## src/sv/ilha_pkg.sv

```systemverilog
// ============================================================================
// ilha_pkg
// Shared types and constants of the implicit list heap allocator: transfer
// payloads, command and status codes, and the controller/datapath link.
// ============================================================================
package ilha_pkg;

   localparam int CSR_ADDR_W  = 3;
   localparam int CSR_INDEX_W = 1;
   localparam logic [CSR_INDEX_W-1:0] REG_HEAP_UNITS = 1'd0;
   localparam logic [12:0] HEAP_UNITS_RESET = 13'd4096;

   localparam int DIV_BITS = 17;

   localparam logic [1:0] CMD_INIT  = 2'd0;
   localparam logic [1:0] CMD_ALLOC = 2'd1;
   localparam logic [1:0] CMD_FREE  = 2'd2;

   localparam logic [1:0] STATUS_OK      = 2'd0;
   localparam logic [1:0] STATUS_NOFIT   = 2'd1;
   localparam logic [1:0] STATUS_REFUSED = 2'd2;
   localparam logic [1:0] STATUS_IGNORED = 2'd3;

   typedef struct packed {
      logic [1:0]  command;
      logic [15:0] request_bytes;
      logic [14:0] block_offset;
   } req_type;

   typedef struct packed {
      logic [1:0]  status;
      logic [14:0] payload_offset;
   } rsp_type;

   typedef struct packed {
      logic capture;
      logic init;
      logic divide;
      logic probe;
      logic test;
      logic tail;
      logic fcheck;
      logic ftest;
      logic load_rsp;
   } dp_cmd_type;

   typedef struct packed {
      logic [1:0] command;
      logic       walk_in;
      logic       fits;
      logic       last;
      logic       tail_room;
      logic       free_ok;
   } dp_stat_type;

endpackage

```

## src/sv/ilha_ctrl.sv

```systemverilog
// ============================================================================
// ilha_ctrl
// Allocator sequencer: dispatches each command, steps the header walk and
// hands finished results to the output register.
// ============================================================================
module ilha_ctrl
   import ilha_pkg::*;
(
   input  logic        clock,
   input  logic        reset,
   input  logic        req_valid,
   output logic        req_ready,
   input  logic [1:0]  req_command,
   output logic        rsp_valid,
   input  logic        rsp_ready,
   output dp_cmd_type  dp_cmd,
   input  dp_stat_type dp_stat
);

   typedef enum logic [3:0] {
      ST_IDLE,
      ST_INIT,
      ST_DIV,
      ST_PROBE,
      ST_TEST,
      ST_TAIL,
      ST_FCHK,
      ST_FTEST,
      ST_FIN
   } state_type;

   state_type state_ff, state_in;
   logic      rsp_valid_ff, rsp_valid_in;
   logic      out_free;

   assign req_ready = (state_ff == ST_IDLE);
   assign rsp_valid = rsp_valid_ff;
   assign out_free  = !rsp_valid_ff || rsp_ready;

   always_comb begin
      dp_cmd       = '0;
      state_in     = state_ff;
      rsp_valid_in = rsp_valid_ff && !rsp_ready;
      case (state_ff)
         ST_IDLE: begin
            if (req_valid) begin
               dp_cmd.capture = 1'b1;
               case (req_command)
                  CMD_INIT:  state_in = ST_INIT;
                  CMD_ALLOC: state_in = ST_DIV;
                  CMD_FREE:  state_in = ST_DIV;
                  default:   state_in = ST_FIN;
               endcase
            end
         end
         ST_INIT: begin
            dp_cmd.init = 1'b1;
            state_in    = ST_FIN;
         end
         ST_DIV: begin
            dp_cmd.divide = 1'b1;
            state_in = (dp_stat.command == CMD_ALLOC) ? ST_PROBE : ST_FCHK;
         end
         ST_PROBE: begin
            dp_cmd.probe = 1'b1;
            state_in     = dp_stat.walk_in ? ST_TEST : ST_FIN;
         end
         ST_TEST: begin
            dp_cmd.test = 1'b1;
            if (!dp_stat.fits) begin
               state_in = ST_PROBE;
            end else if (dp_stat.last && dp_stat.tail_room) begin
               state_in = ST_TAIL;
            end else begin
               state_in = ST_FIN;
            end
         end
         ST_TAIL: begin
            dp_cmd.tail = 1'b1;
            state_in    = ST_FIN;
         end
         ST_FCHK: begin
            dp_cmd.fcheck = 1'b1;
            state_in      = dp_stat.free_ok ? ST_FTEST : ST_FIN;
         end
         ST_FTEST: begin
            dp_cmd.ftest = 1'b1;
            state_in     = ST_FIN;
         end
         ST_FIN: begin
            if (out_free) begin
               dp_cmd.load_rsp = 1'b1;
               rsp_valid_in    = 1'b1;
               state_in        = ST_IDLE;
            end
         end
         default: begin
            state_in = ST_IDLE;
         end
      endcase
   end

   always_ff @(posedge clock) begin
      if (reset) begin
         state_ff     <= ST_IDLE;
         rsp_valid_ff <= 1'b0;
      end else begin
         state_ff     <= state_in;
         rsp_valid_ff <= rsp_valid_in;
      end
   end

endmodule

```

## config.mk

```make
export PLATFORM = sky130hd
export DESIGN_NAME = ilha_ctrl
export DESIGN_NICKNAME = d
export VERILOG_FILES = /design/src/sv/ilha_pkg.sv /design/src/sv/ilha_ctrl.sv
export SDC_FILE = /design/constraint.sdc
export NUM_CORES = 1
export LEC_CHECK = 0
export ABC_CLOCK_PERIOD_IN_PS = 1950
export BUFFER_PORTS_ARGS = -buffer_cell sky130_fd_sc_hd__buf_4
export CAP_MARGIN = 20
export CORE_MARGIN = 2
export CORE_UTILIZATION = 35
export CTS_BUF_LIST = sky130_fd_sc_hd__clkbuf_8
export CTS_CLUSTER_SIZE = 24
export DETAILED_ROUTE_END_ITERATION = 7
export GPL_ROUTABILITY_DRIVEN = 0
export PLACE_DENSITY = 0.75
export SETUP_SLACK_MARGIN = 0.1
export SYNTH_ARGS = -nofsm -noshare
export SYNTH_HDL_FRONTEND = slang
export SYNTH_SLANG_ARGS = --single-unit
```

## constraint.sdc

```tcl
create_clock -name clock -period 1.95 [get_ports clock]
set_clock_uncertainty 0.1 [all_clocks]
set_input_delay 0.39 -clock clock [delete_from_list [all_inputs] [get_ports clock]]
set_output_delay 0.39 -clock clock [all_outputs]
set_load 0.005 [all_outputs]
```

# Word-level counts from Yosys, hierarchy flattened
# Index checks and enable logic that the tools add are counted.
[op_classes]
reduce_logical = 10
eq_ne = 13
mux = 22
[ops]
columns = ["cell", "count"]
rows = [
  ["4-bit one-hot mux with 7 select lines", 1],
  ["4-bit two-way mux", 6],
  ["4-bit by 3-bit equality test with 1-bit output, second input constant", 4],
  ["1-bit two-way mux", 13],
  ["4-bit by 2-bit equality test with 1-bit output, second input constant", 2],
  ["4-bit one-hot mux with 2 select lines", 1],
  ["2-bit by 1-bit equality test with 1-bit output, second input constant", 2],
  ["4-bit by 1-bit equality test with 1-bit output, second input constant", 1],
  ["4-bit equality test, second input constant", 1],
  ["4-bit zero test", 1],
  ["2-bit != test, second input constant", 2],
  ["3-bit two-way mux", 1],
  ["3-bit OR reduction", 1],
  ["2-bit equality test, second input constant", 1],
  ["1-bit logical AND", 2],
  ["1-bit zero test", 2],
  ["2-bit zero test", 1],
  ["2-bit AND reduction", 1],
  ["2-bit OR reduction", 1],
  ["1-bit logical OR", 1],
]
[word_totals]
in_bits = 13
output_inout_bits = 11
elab_cells = 47
reg_bits = 5

# Logic depth before layout (Yosys ltp)
[depth]
ltp_word = 5
ltp_mapped = 6
mapped_depth_nobuf = 6

# Worst setup path after synthesis
# No wires, ideal clock.
[synth_path]
path_kind = "register -> output"
start = "register state_ff[0]"
end = "output dp_cmd[8] in the netlist's numbering"
t_arrival_ps = 1089
slack_ps = 371
n_path_buf = 1
required_ps = 1460
path_stages_with_launch = 4
path_cell_list = "dfxtp_1 -> buf_2 -> nor4_1 -> and2_1"
[synth_lines]
columns = ["element", "line_no", "source"]
rows = [
  ["from (decl)", "ilha_ctrl.sv:32", "state_type state_ff, state_in;"],
  ["from (signal assigned)", "ilha_ctrl.sv:108", "state_ff <= state_in;"],
  ["to (decl)", "ilha_ctrl.sv:16", "output dp_cmd_type dp_cmd,"],
]

==> flow_metrics.tcl <==
set metrics [dict create \
    status "finished, final reports clean" \
    fin_crit_sh_pct 88.1 \
    insertion_delay_ns 0.22 \
    total_power_uw 451 \
    synth-main-ff-cell "dfxtp_1" \
    fmax_ghz 0.582 \
    endpoint_kind "output port" \
    drt_pass1_iterations 4 \
    hold_class "in2reg" \
    wl_per_cell_um 11.0 \
    cts_root_buffer "clkbuf_8" \
    grtUsageTotal_pct 14.7 \
    path_cells "nor4_2 -> and2_1 -> buf_4" \
    fin_crit_ns 1.72 \
    grt_pass1_wl_mm 1.59 \
    ys_async_sr_fraction_pct 0 \
    worst_pin_slew_ns 0.335 \
    cpPeakStageDelay_ns 0.41 \
    io_pins 24 \
    dr_total_vias 477 \
    dieArea_um2 1700 \
    drc 0 \
    yosysWarnings 0 \
    grt_pass1_vias 371 \
    overflow 0 \
    synth.distinct_cells 28 \
    peakVddDrop_mv 0.449 \
    slew_violations 0 \
    place_ws_ns 0.318 \
    viasPerCell 5.02 \
    crit_type "reg2out" \
    port_buffers 23 \
    finalHoldViolations 0 \
    core_area_um2 1300 \
    yosysTopAreaCell "dfxtp_1" \
    p_leak_nw 0.306 \
    grt_start_max_net_pins 14 \
    reg2reg_slack_ns 0.51 \
    slew_headroom_pct 77.6 \
    rows 13 \
    cp-start-kind "flop" \
    cap_viol_max_count 0 \
    antenna_left 0 \
    die_y_um 41.3 \
    drtIter0Drc 14 \
    setup_tns_ns 0 \
    crit_slowest_cell "dfxtp_2" \
    setup_viol 0 \
    clk_pin_slew_ns 0.04 \
    clockBufferDepth 2 \
    utilization_pct 54.9 \
    n_antenna_cell 0 \
    power_density_nw_per_um2 632 \
    cts_setup_buffers 0 \
    synth_top_area_share_pct 20.6 \
    antenna_found_initial 0 \
    syn_area_um2 487 \
    worstPathArrival_ns 1.23 \
    synthTopCellsByArea "dfxtp_1 (21%), nor4b_2 (6.2%), mux4_1 (5.4%)" \
    routed_wl_mm 1.05 \
    yosys_register_bits 5 \
    cp_top_family "simple AND/OR/NAND/NOR gates" \
    hold-worst-slack_ns 0.253 \
    fillers 128 \
    yosysSeqAreaShare_pct 20.6 \
    cts_tree "built" \
    fin_ws_ns 0.232 \
    num-nets-final 96 \
    grt_setup_unrepaired "false" \
    cts_buffers 3 \
    cp_max_fo 13 \
    layout-drive-gt1-share_pct 46.3 \
    chipWidth_um 41.3 \
    path_buf_inv 1 \
    start_util_pct 37.4 \
    post-dp-hpwl_um 835 \
    syn-instance-count 56 \
    cts.htree.levels 1 \
    syn_area_per_cell_um2 8.69 \
    synth_nets 71 \
    synth_edf_count 0 \
    numClockSinks 5 \
    cp_data_required_time_ns 1.46 \
    netlist_top_cells_count "dfxtp_1 (5), nand2_1 (5), inv_1 (4), nand2b_1 (4), nor2_1 (4)" \
    syn2layout_area_growth_pct 46.8 \
]
path summary, 6_finish.rpt:
path                                   end  depth (start not counted)                     start
setup / recovery                 dp_cmd[8]                          3  state_ff[0]$_SDFFE_PP0P_
setup reg to reg  state_ff[3]$_SDFFE_PP0P_                          4  state_ff[0]$_SDFFE_PP0P_
hold reg to reg       rsp_valid$_SDFF_PP0_                          2      rsp_valid$_SDFF_PP0_
hold / removal        rsp_valid$_SDFF_PP0_                          2                     reset
stage by stage:
step / instances / cell area, um^2
after detailed placement: 91 / 659
after floorplan: 56 / 487
after CTS: 95 / 712
after global routing: 95 / 714
final: 95 / 714
after global placement: 91 / 659
timing repair:
| item | in CTS | in global routing |
|---|---|---|
| hold buffers | 0 | 0 |
| setup endpoints to repair | 1 | 5 |
| gates resized for setup | 2 | 2 |
| gates cloned | 0 | 0 |
| hold endpoints to repair | 0 | 0 |
| pin swaps | 0 | 0 |
worst reg2reg max path: stages, from the launching register on:
cell      delay [ns]
dfxtp_2         0.41
nor4b_2         0.41
nand3_1         0.14
o2111a_1        0.18
o32ai_1         0.10
kinds of logic (layout without fill, tap and decap cells):
family,count (synthesis),after routing,share of synthesized area (%)
simple gates,30,30,45.2
fa+ha+maj,2,2,5.14
mux,1,1,5.40
flops,5,5,20.6
compound gates,10,10,15.2
buf+inv,8,32,8.48
power breakdown:
part	internal [mW]	switching, mW	leakage, nW
combinational	0.0788	0.0472	0.237
clock	0.135	0.0521	0.0269
sequential	0.112	0.0260	0.0420
total	0.326	0.125	0.306
per-layer routing:
| layer | up-vias | track usage, % | part of all wire [%] |
|---|---|---|---|
| met3 | 2 | 1.60 | 4.7 |
| li1 | 252 | - | - |
| met4 | 0 | 9.68 | 2.3 |
| met5 | - | 0 | 0 |
| met1 | 206 | 19.9 | 46 |
| met2 | 17 | 21.9 | 47 |
flip-flops by register name, indices dropped and copies added (netlist names):
| signal | cells |
|---|---|
| state_ff | 4 |
| rsp_valid | 1 |
layout make-up:
type / instances / area (um^2) / area share, %
multi-input combinational: 43 / 352 / 49.2
inverter: 4 / 15.0 / 2.10
tap: 15 / 18.8 / 2.63
sequential: 5 / 104 / 14.5
timing repair buffer: 24 / 180 / 25.2
clock buffer: 3 / 41.3 / 5.78
clock inverter: 1 / 3.75 / 0.525
cells in the final DEF (no fill, tap or decap), types with 2 or more instances in the layout:
cell,count
dfxtp_1,2
nor3_1,2
inv_1,5
nor2_1,4
dfxtp_2,3
ha_1,2
nor4b_2,2
o21ai_1,3
buf_4,24
clkbuf_8,3
nand2b_1,4
nand2_1,5
nand3b_1,3
a21oi_1,3
(Power assumes the default switching activity.)
